**config.mk**
```make
export PLATFORM = sky130hd
export DESIGN_NAME = sensor_value_type_decoder
export DESIGN_NICKNAME = d
export VERILOG_FILES = /design/src/rtl/svtd_pkg.sv /design/src/rtl/svtd_round.sv /design/src/rtl/sensor_value_type_decoder.sv
export SDC_FILE = /design/constraint.sdc
export NUM_CORES = 1
export LEC_CHECK = 0
export ABC_AREA = 1
export BUFFER_PORTS_ARGS = -buffer_cell sky130_fd_sc_hd__buf_4
export CAP_MARGIN = 20
export CORE_UTILIZATION = 40
export DETAILED_ROUTE_END_ITERATION = 10
export PLACE_DENSITY = 0.62
export SLEW_MARGIN = 0
export SYNTH_ARGS = -nofsm -noshare
export SYNTH_HDL_FRONTEND = slang
export SYNTH_SLANG_ARGS = --single-unit
```
**constraint.sdc**
```tcl
create_clock -name clock -period 8.5 [get_ports clock]
set_input_delay 0.425 -clock clock [delete_from_list [all_inputs] [get_ports clock]]
set_output_delay 0.425 -clock clock [all_outputs]
set_load 0.05 [all_outputs]
```
**src/rtl/svtd_pkg.sv**
```systemverilog
// ----------------------------------------------------------------------------
// Sensor value type decoder package
// Shared types, tag constants and helper functions.
// ----------------------------------------------------------------------------
`default_nettype none
package svtd_pkg;

   typedef enum logic [2:0] {
      KIND_NONE     = 3'd0,
      KIND_FLOAT    = 3'd1,
      KIND_UNSIGNED = 3'd2,
      KIND_SIGNED   = 3'd3,
      KIND_FP       = 3'd4,
      KIND_SP       = 3'd5
   } kind_type;

   localparam logic [31:0] TAG_FLT   = 32'h666C_7420;
   localparam logic [15:0] PREFIX_UI = 16'h7569;
   localparam logic [15:0] PREFIX_SI = 16'h7369;
   localparam logic [15:0] PREFIX_FP = 16'h6670;
   localparam logic [15:0] PREFIX_SP = 16'h7370;
   localparam logic [7:0]  EXP_ONES  = 8'hff;

   // Value is sign * mag * 2^-scale, unless special carries finished bits.
   typedef struct packed {
      logic              special;
      logic [63:0]       direct;
      logic              sign;
      logic [63:0]       mag;
      logic signed [8:0] scale;
      kind_type          kind;
   } mid_type;

   function automatic logic [5:0] lead_zeros(input logic [63:0] v);
      logic [5:0] n;
      n = 6'd0;
      for (int i = 0; i < 64; i++) begin
         if (v[i]) begin
            n = 6'(63 - i);
         end
      end
      return n;
   endfunction

   function automatic logic [4:0] hex_digit(input logic [7:0] c);
      logic [4:0] r;
      r = 5'h10;
      if (c >= 8'h30 && c <= 8'h39) begin
         r = 5'(c - 8'h30);
      end else if (c >= 8'h61 && c <= 8'h66) begin
         r = 5'(c - 8'h57);
      end else if (c >= 8'h41 && c <= 8'h46) begin
         r = 5'(c - 8'h37);
      end
      return r;
   endfunction

endpackage
`default_nettype wire

```
**src/rtl/svtd_round.sv**
```systemverilog
// ----------------------------------------------------------------------------
// Sensor value type decoder rounding stage
// Normalises a magnitude and rounds it to a double, nearest even.
// ----------------------------------------------------------------------------
`default_nettype none
module svtd_round (
   input  wire svtd_pkg::mid_type mid,
   output logic [63:0]            result
);

   logic [5:0]  lz;
   logic [63:0] norm;
   logic [11:0] exp_full;
   logic [62:0] body;
   logic        round_up;

   always_comb begin
      lz       = svtd_pkg::lead_zeros(mid.mag);
      norm     = mid.mag << lz;
      exp_full = 12'd1086 - {6'b0, lz} - {{3{mid.scale[8]}}, mid.scale};
      round_up = norm[10] && ((|norm[9:0]) || norm[11]);
      body     = {exp_full[10:0], norm[62:11]} + {62'b0, round_up};
      if (mid.special) begin
         result = mid.direct;
      end else if (mid.mag == 64'b0) begin
         result = 64'b0;
      end else begin
         result = {mid.sign, body};
      end
   end

endmodule
`default_nettype wire

```
**src/rtl/sensor_value_type_decoder.sv**
```systemverilog
// ----------------------------------------------------------------------------
// Sensor value type decoder
// Turns a tagged sensor value into the bit pattern of an IEEE double.
// ----------------------------------------------------------------------------
// Usage:
//   Input beats on req_* carry the type tag, the declared size and the first
//   eight value bytes. Every input beat gives exactly one result beat on
//   rsp_*, holding the double and the format kind, in order.
//   The path is three register stages: input register, decode register and
//   result register. One beat can be accepted in every cycle while the
//   receiver keeps rsp_ready high.
//   The second stage holds the 64-bit leading-zero count, normalising shift
//   and rounding add, which set the clock period.
//   When the receiver holds rsp_ready low, each stage keeps its beat and
//   req_ready falls once all three stages are full; nothing is dropped.
//   Reset empties all stages; no results are pending afterwards.
// ----------------------------------------------------------------------------
`default_nettype none
module sensor_value_type_decoder (
   input  wire         clock,
   input  wire         reset,
   input  wire         req_valid,
   output logic        req_ready,
   input  wire  [31:0] req_type_tag,
   input  wire  [5:0]  req_value_size,
   input  wire  [63:0] req_value_bytes,
   output logic        rsp_valid,
   input  wire         rsp_ready,
   output logic [63:0] rsp_result_double,
   output logic [2:0]  rsp_format_kind
);

   logic                in_valid_ff;
   logic [31:0]         tag_ff;
   logic [5:0]          size_ff;
   logic [63:0]         bytes_ff;
   logic                mid_valid_ff;
   svtd_pkg::mid_type   mid_ff;
   svtd_pkg::mid_type   mid_in;
   logic                out_valid_ff;
   logic [63:0]         result_ff;
   logic [2:0]          kind_ff;
   logic [63:0]         result_in;
   logic                out_en;
   logic                mid_en;
   logic                in_en;

   assign out_en    = !out_valid_ff || rsp_ready;
   assign mid_en    = !mid_valid_ff || out_en;
   assign in_en     = !in_valid_ff || mid_en;
   assign req_ready = in_en;

   always_ff @(posedge clock) begin
      if (reset) begin
         in_valid_ff  <= 1'b0;
         mid_valid_ff <= 1'b0;
         out_valid_ff <= 1'b0;
      end else begin
         if (in_en) begin
            in_valid_ff <= req_valid;
         end
         if (mid_en) begin
            mid_valid_ff <= in_valid_ff;
         end
         if (out_en) begin
            out_valid_ff <= mid_valid_ff;
         end
      end
   end

   always_ff @(posedge clock) begin
      if (in_en && req_valid) begin
         tag_ff   <= req_type_tag;
         size_ff  <= req_value_size;
         bytes_ff <= req_value_bytes;
      end
      if (mid_en && in_valid_ff) begin
         mid_ff <= mid_in;
      end
      if (out_en && mid_valid_ff) begin
         result_ff <= result_in;
         kind_ff   <= mid_ff.kind;
      end
   end

   logic [15:0] prefix;
   logic [3:0]  count;
   logic [3:0]  scount;
   logic [31:0] single;
   logic [7:0]  sexp;
   logic [22:0] sman;
   logic [63:0] uval;
   logic [63:0] sval;
   logic [15:0] raw;
   logic [4:0]  digit;

   always_comb begin
      prefix = tag_ff[31:16];
      count  = (size_ff < 6'd8) ? size_ff[3:0] : 4'd8;
      scount = (count == 4'd0) ? 4'd1 : count;
      single = {bytes_ff[39:32], bytes_ff[47:40], bytes_ff[55:48], bytes_ff[63:56]};
      sexp   = single[30:23];
      sman   = single[22:0];
      uval   = bytes_ff >> (7'd64 - {count, 3'b0});
      sval   = 64'($signed(bytes_ff) >>> (7'd64 - {scount, 3'b0}));
      raw    = bytes_ff[63:48];
      digit  = svtd_pkg::hex_digit(tag_ff[7:0]);

      mid_in.special = 1'b0;
      mid_in.direct  = 64'b0;
      mid_in.sign    = 1'b0;
      mid_in.mag     = 64'b0;
      mid_in.scale   = 9'sd0;
      mid_in.kind    = svtd_pkg::KIND_NONE;

      if (tag_ff == svtd_pkg::TAG_FLT && size_ff == 6'd4) begin
         mid_in.kind = svtd_pkg::KIND_FLOAT;
         mid_in.sign = single[31];
         if (sexp == svtd_pkg::EXP_ONES) begin
            mid_in.special = 1'b1;
            mid_in.direct  = {single[31], 11'h7ff, (sman != 23'b0), sman[21:0], 29'b0};
         end else if (sexp == 8'd0) begin
            if (sman == 23'b0) begin
               mid_in.special = 1'b1;
               mid_in.direct  = {single[31], 63'b0};
            end else begin
               mid_in.mag   = {41'b0, sman};
               mid_in.scale = 9'sd149;
            end
         end else begin
            mid_in.mag   = {40'b0, 1'b1, sman};
            mid_in.scale = 9'sd150 - $signed({1'b0, sexp});
         end
      end else if (prefix == svtd_pkg::PREFIX_UI) begin
         mid_in.kind = svtd_pkg::KIND_UNSIGNED;
         mid_in.mag  = uval;
      end else if (prefix == svtd_pkg::PREFIX_SI) begin
         mid_in.kind = svtd_pkg::KIND_SIGNED;
         mid_in.sign = sval[63];
         mid_in.mag  = sval[63] ? (~sval + 64'd1) : sval;
      end else if ((prefix == svtd_pkg::PREFIX_FP || prefix == svtd_pkg::PREFIX_SP)
                   && size_ff == 6'd2 && !digit[4]) begin
         mid_in.kind  = (prefix == svtd_pkg::PREFIX_FP) ? svtd_pkg::KIND_FP
                                                        : svtd_pkg::KIND_SP;
         mid_in.scale = $signed({5'b0, digit[3:0]});
         if (prefix == svtd_pkg::PREFIX_SP && raw[15]) begin
            mid_in.sign = 1'b1;
            mid_in.mag  = {48'b0, 16'(~raw + 16'd1)};
         end else begin
            mid_in.mag = {48'b0, raw};
         end
      end
   end

   svtd_round u_round (
      .mid    (mid_ff),
      .result (result_in)
   );

   assign rsp_valid         = out_valid_ff;
   assign rsp_result_double = result_ff;
   assign rsp_format_kind   = kind_ff;

endmodule
`default_nettype wire

```
== Word level (Yosys, flattened, before mapping) ==
Cells that the tools add are included.

* $add $sub $neg: 11
* Div/mod/pow operators: 0
* $mul: 0
* Shift operators: 3
* Magnitude comparators: 7
* Bitwise gates (word level): 5
* Muxes and demuxes: 90
* Reductions and logical operators: 28
* Equality and inequality tests: 8

{| class="wikitable"
|+ Operator list
! cell !! number
|-
| 6-bit 2-to-1 mux || 64
|-
| 65-bit 2-to-1 mux || 4
|-
| 64-bit 2-to-1 mux || 4
|-
| 77-bit 2-to-1 mux || 2
|-
| 73-bit 2-to-1 mux || 2
|-
| 64-bit by 1-bit adder with 64-bit output (second input constant) || 1
|-
| 16-bit by 15-bit == test with 1-bit output (second input constant) || 4
|-
| 64-bit zero test || 1
|-
| 64-bit inverter || 1
|-
| 64-bit by 6-bit left shift with 63-bit output || 1
|-
| 64-bit by 7-bit >> shifter with 64-bit output || 1
|-
| 64-bit by 7-bit >>> shifter with 64-bit output || 1
|-
| 63-bit by 1-bit adder with 63-bit output || 1
|-
| 32-bit by 31-bit == test with 1-bit output (second input constant) || 1
|-
| 32-bit 2-to-1 mux || 1
|-
| 23-bit zero test || 1
|-
| 23-bit nonzero test || 1
|-
| 9-bit 2-to-1 mux || 2
|-
| 16-bit by 1-bit adder with 16-bit output (second input constant) || 1
|-
| 8-bit by 7-bit >= comparator with 1-bit output (second input constant) || 2
|-
| 8-bit by 7-bit <= comparator with 1-bit output (second input constant) || 2
|-
| 16-bit 2-to-1 mux || 1
|-
| 16-bit inverter || 1
|-
| 5-bit 2-to-1 mux || 3
|-
| 23 further kinds || 49
|}

* Input bits: 106
* Bits in latches: 0
* Logic and storage cells: 168
* Bits in registers: 314
* Memories: 0
* Memory bits (read-only): 0
* Output and inout port bits: 69
* RAM bits: 0

== Logic depth before layout (Yosys ltp) ==
* Depth after elaboration: 71
* Gate-level depth with buffers: 86
* Gate-level depth less buffers: 84

== Cells and area by module ==
A second synthesis with hierarchy kept.

* Cell total of the unflattened synthesis: 4038
* Area total of the unflattened synthesis: 25732.2 µm²

{| class="wikitable"
|+ Modules (own cells, without submodules)
! module !! area an instance (µm²) !! seq. area each (µm²) !! times used !! cells each
|-
| sensor_value_type_decoder || 16384.5 || 8227.9 || 1 || 2007
|-
| svtd_round || 9347.7 || 0.0 || 1 || 2031
|}

== Worst setup path before layout ==
No wires, ideal clock.

* Path type: register to register
* Start point: register size_ff[4]
* End point: register mid_ff[72] (netlist name) (data pin)
* Stages on the path, launching flop included: 45
* Slack: 2.235 ns
* Data required time: 8.226 ns
* Path buffers: 4
* Period minus slack after synthesis: 6.265 ns
* Library setup time: 0.274 ns
* Arrival time: 5.991 ns
* Cell sequence: edfxtp_1 -> nor2_1 -> inv_1 -> nor2_1 -> inv_1 -> nor2_1 -> inv_1 -> clkbuf_1 -> clkbuf_1 -> ha_1 -> nand3_1 -> nand2_1 -> inv_1 -> clkbuf_1 -> ha_1 -> xor2_1 -> inv_1 -> clkbuf_1 -> [9 not listed] -> nor2_1 -> inv_1 -> nor2_1 -> inv_1 -> nor2_1 -> inv_1 -> nor2_1 -> nand2_1 -> inv_1 -> nand2_1 -> inv_1 -> nand3_1 -> nor2_1 -> inv_1 -> o21ai_0 -> nand2_1 -> nor2_1 -> o32ai_1

* Cells in the longest elaborated chain, start to end: 12
* Elaborated cells on any way between the ends: 16
* Those cells by class: add/sub: 3; order compare: 1; eq/ne: 1; shift: 2; mux: 6; bitwise: 1; reduce/logical: 2

{| class="wikitable"
|+ RTL lines
! what !! RTL line !! text
|-
| from (decl) || sensor_value_type_decoder.sv:35 || <nowiki>logic [5:0] size_ff;</nowiki>
|-
| from (signal assigned) || sensor_value_type_decoder.sv:74 || <nowiki>size_ff <= req_value_size;</nowiki>
|-
| 6-bit by 4-bit < comparator with 1-bit output || sensor_value_type_decoder.sv:99 || <nowiki>count = (size_ff < 6'd8) ? size_ff[3:0] : 4'd8;</nowiki>
|-
| 4-bit 2-to-1 mux || sensor_value_type_decoder.sv:99 ||
|-
| 4-bit zero test || sensor_value_type_decoder.sv:100 || <nowiki>scount = (count == 4'd0) ? 4'd1 : count;</nowiki>
|-
| 4-bit 2-to-1 mux || sensor_value_type_decoder.sv:100 ||
|-
| 7-bit subtractor || sensor_value_type_decoder.sv:105 || <nowiki>sval = 64'($signed(bytes_ff) >>> (7'd64 - {scount, 3'b0}));</nowiki>
|-
| 64-bit by 7-bit >>> shifter with 64-bit output || sensor_value_type_decoder.sv:105 ||
|-
| 64-bit inverter || sensor_value_type_decoder.sv:140 || <nowiki>mid_in.mag = sval[63] ? (~sval + 64'd1) : sval;</nowiki>
|-
| 64-bit by 1-bit adder with 64-bit output || sensor_value_type_decoder.sv:140 ||
|-
| 64-bit 2-to-1 mux || sensor_value_type_decoder.sv:140 ||
|-
| 65-bit 2-to-1 mux || sensor_value_type_decoder.sv:137 || <nowiki>end else if (prefix == svtd_pkg::PREFIX_SI) begin</nowiki>
|-
| 64-bit 2-to-1 mux || sensor_value_type_decoder.sv:134 || <nowiki>end else if (prefix == svtd_pkg::PREFIX_UI) begin</nowiki>
|-
| 77-bit 2-to-1 mux * || sensor_value_type_decoder.sv:116 || <nowiki>if (tag_ff == svtd_pkg::TAG_FLT && size_ff == 6'd4) begin</nowiki>
|-
| to (signal assigned) || sensor_value_type_decoder.sv:78 || <nowiki>mid_ff <= mid_in;</nowiki>
|-
| to (decl) || sensor_value_type_decoder.sv:38 || <nowiki>svtd_pkg::mid_type mid_ff;</nowiki>
|}

Every way passes the cells marked *; elsewhere a longest branch is shown, timed or not.
A chain may end at the register's enable or synchronous reset.

== Final worst setup path ==
* Start point: register mid_ff[14] (netlist name)
* End point: register result_ff[30], in the netlist rsp_result_double[30] (data pin)

* Cells in the longest elaborated chain, start to end: 69
* Elaborated cells on any way between the ends: 70
* Those cells by class: add/sub: 1; shift: 1; mux: 64; reduce/logical: 4

{| class="wikitable"
|+ RTL lines
! what !! RTL line !! text
|-
| 6-bit 2-to-1 mux (62 in series) || svtd_pkg.sv:38 || <nowiki>if (v[i]) begin</nowiki>
|-
| 64-bit by 6-bit left shift with 63-bit output || svtd_round.sv:19 || <nowiki>norm = mid.mag << lz;</nowiki>
|-
| 10-bit OR reduction || svtd_round.sv:21 || <nowiki>round_up = norm[10] && ((|norm[9:0]) || norm[11]);</nowiki>
|-
| 1-bit logical OR || svtd_round.sv:21 ||
|-
| 1-bit logical AND || svtd_round.sv:21 ||
|-
| 63-bit by 1-bit adder with 63-bit output || svtd_round.sv:22 || <nowiki>body = {exp_full[10:0], norm[62:11]} + {62'b0, round_up};</nowiki>
|-
| 64-bit 2-to-1 mux * || svtd_round.sv:25 || <nowiki>end else if (mid.mag == 64'b0) begin</nowiki>
|-
| 64-bit 2-to-1 mux * || svtd_round.sv:23 || <nowiki>if (mid.special) begin</nowiki>
|-
| net result_in[30] || sensor_value_type_decoder.sv:43 || <nowiki>logic [63:0] result_in;</nowiki>
|-
| to (signal assigned) || sensor_value_type_decoder.sv:81 || <nowiki>result_ff <= result_in;</nowiki>
|-
| to (decl) || sensor_value_type_decoder.sv:41 || <nowiki>logic [63:0] result_ff;</nowiki>
|}

Mark *: on every way through the listed nets, which the timed path passes. The rest lies on a longest branch.

==> impl_metrics.yaml <==
final_layout:
  num-fill-cells: 6154
  fin_area_mm2: 0.02835
  mostFrequentLayoutCells: "1,122 x nand2_1, 647 x nand3_1, 343 x nor2_1"
  antennaDiodeCount: 0
  final_nets: 4058
  layoutNonFillerInstCount: 4731
  area_growth_pct: 16.44
  final_common_cell: "nand2_1"
  final_layout_size_suffix_gt1_frac: 0.09192
drt:
  wl_um: 107300
  vias: 27625
  routedWlPerCell_um: 22.68
  antenna_left: 0
  drt_iter0_drc: 3536
  drc: 1
  first_pass_iters: 9
  avgViaCountPerCell: 5.839
clocking:
  post_cts_buffers: 0
  tritoncts: "yes"
  cts-root-buf: "clkbuf_16"
  cts_made_buffers: 30
  insertion_delay_ns: 0.61
  clock_path_buffers: 3
  cts_max_level: 1
  clock-sinks: 275
  cts.clk_slew.worst_paths_ns: 0.07
synth:
  synthCells: 3756
  synth.yosys.warnings: 0
  async_flop_share: 0
  synth_top_cell_by_area: "edfxtp_1"
  ys.flop_type: "edfxtp_1"
  synth_area_per_cell_um2: 6.482
  synth_edf_count: 272
  syn_area_mm2: 0.02435
  syn_nets: 3889
  yosysSeqAreaShare: 0.3380
  synth_cell_types: 58
  synth_top_area_frac: 0.3355
  ys_seq_elements: 275
  synthTopCellsByArea: "edfxtp_1 34%, nand2_1 17%, nand3_1 13%"
power_and_ir_drop:
  vdd_drop_max_mv: 0.1653
  pwr_density_cell_mw_per_mm2: 138.5
  p_leak_nw: 12.23
timing:
  relSlewSlack: 0.3581
  worstMarginPinSlew_ns: 0.9606
  timing.hold.ws_ns: 0.1302
  finClkSkew_ns: 0.03669
  fmax_mhz: 131.3
  setup_viol_count_final: 0
  drv_slew: 0
  rsz0062_at_grt: "false"
  finalHoldViolCount: 0
  setup_tns_ns: 0
  min_period_ns: 7.615
  fin_crit_sh: 0.8958
  worst_slack_ns: 0.8853
floorplan:
  die_h_um: 248.7
  io_pins: 175
  initial_core_util: 0.4041
  core_area_mm2: 0.06025
  die_x_um: 248.7
  die-area_mm2: 0.06185
  rows: 90
setup_path:
  critPathTopFamily: "simple AND/OR/NAND/NOR gates"
  crit_type: "flop to flop"
  path_depth: 78
  r2r_end: "rsp_result_double[30]"
  worstPathArrival_ns: 7.95
  endpoint: "rsp_result_double[30]"
  path_max_fanout: 37
  start_kind: "flop"
  rrSetupSlack_ns: 0.89
  required_ns: 8.84
  cp_slowest_cell: "nor3b_1"
  setup.worst_path.end_class: "flop"
  cpPeakStageDelay_ns: 0.51
  cpMostUsedCell: "nand2_1"
  ff2ff_path_depth: 78
  cp-startpoint: "mid_ff[14]"
  critPathBufInv: 3
  rr_startpoint: "mid_ff[14]"
global_routing:
  gr-usage-met2: 0.5239
  grtUsageTotal: 0.3363
  grt_pass1_vias: 24930
  use_met3: 0.04305
  grt_antenna_before_repair: 0
  gr-max-usage-layer: "met2"
  grt_pass1_wl_um: 158400
  overflow: 0
  grt_start_max_net_pins: 93
  grtUsageMet1: 0.4434
placed_design:
  dpl-instance-area_mm2: 0.02630
  io_buffers: 174
  place_ws_ns: 0.9458
  dp_hpwl_um: 83360
  routabilityCongestion: 1.055
  place_inst: 4571
worst_hold_path:
  hold_class: "primary input to flop"
run_status:
  violations: "design-rule violations"
  status: "finished, violations left"
job:
  drv_cap: 0
-- routing by layer --
layer  part of all wire  routed length, um  vias to the layer above
met4              0.073               7858                        0
met3              0.080               8595                      303
li1                   -                  -                    13132
met1               0.41              43550                    12733
met2               0.44              47280                     1457
met5                  0                  0                        -
-- worst min path at each step --
| stage | startpoint | end | slack [ns] | depth (start not counted) |
|---|---|---|---|---|
| floorplan | mid_ff[0] | rsp_format_kind[0] | 0.40 | 0 |
| global placement | mid_ff[1] | rsp_format_kind[1] | 0.40 | 0 |
| detailed placement | mid_ff[0] | rsp_format_kind[0] | 0.41 | 0 |
| CTS | rsp_ready | rsp_valid | 0.11 | 4 |
| global route | req_valid | in_valid_ff | 0.16 | 3 |
| finish | rsp_ready | rsp_valid | 0.13 | 4 |
-- through the flow --
stage | util | power, W
floorplan | - | 0.002182
global placement | 0.4365 | 0.002541
detailed placement | 0.4365 | 0.002529
CTS | 0.4703 | 0.003921
global route | 0.4705 | 0.004078
finish | 0.4705 | 0.003927
-- Yosys cell counts (all sizes together) (49+ instances only) --
library cell / count
nand2: 1137
nor3: 53
nand3: 659
nor2: 375
a21oi: 104
o21ai: 315
o211ai: 49
edfxtp: 272
nand4: 58
buf: 61
inv: 332
clkbuf: 132
-- what timing repair did --
action                                  4_1_cts  5_1_grt
hold buffers                                103        0
hold endpoints to repair                    105        0
endpoints found under the setup margin        0        7
gates resized for setup                       0        1
-- power breakdown --
group	internal, W	switching [W]	total (W)	leakage, nW
logic	0.000282	0.000709	0.000992	8.96
registers	0.00154	0.0000418	0.00158	2.79
clock network	0.000770	0.000582	0.00135	0.484
-- sequential cells by signal, summed over array words and instances, names as in the netlist --
| signal | flops |
|---|---|
| rsp_format_kind | 3 |
| size_ff | 6 |
| rsp_valid | 1 |
| in_valid_ff | 1 |
| bytes_ff | 64 |
| mid_ff | 103 |
| mid_valid_ff | 1 |
| tag_ff | 32 |
| rsp_result_double | 64 |
-- cells by family (layout without fill, tap and decap cells) --
logic type,after synthesis,count (layout),synth area share
fa+ha+maj,27,27,0.01418
xor+xnor,22,22,0.007914
flops,275,275,0.3380
mux,9,9,0.003700
compound gates,568,568,0.1366
simple gates,2321,2321,0.4141
buf+inv,534,727,0.08557
-- cell type report --
cell class	instances	area (um^2)	area share
clock buffers	32	758.2	0.02675
multi-input cells	2947	14120	0.4980
repair buffers	330	2733	0.09640
inverters	341	1285	0.04533
clock inverters	24	247.7	0.008739
flip-flops and latches	275	8228	0.2903
well taps	782	978.4	0.03452
-- worst min-delay path: cells and delay by family --
kind | cells | cell delay (ns)
compound gates | 1 | 0.06
buf+inv | 2 | 0.14
simple gates | 1 | 0.08
Note: power is estimated with default switching activity, not from simulation.
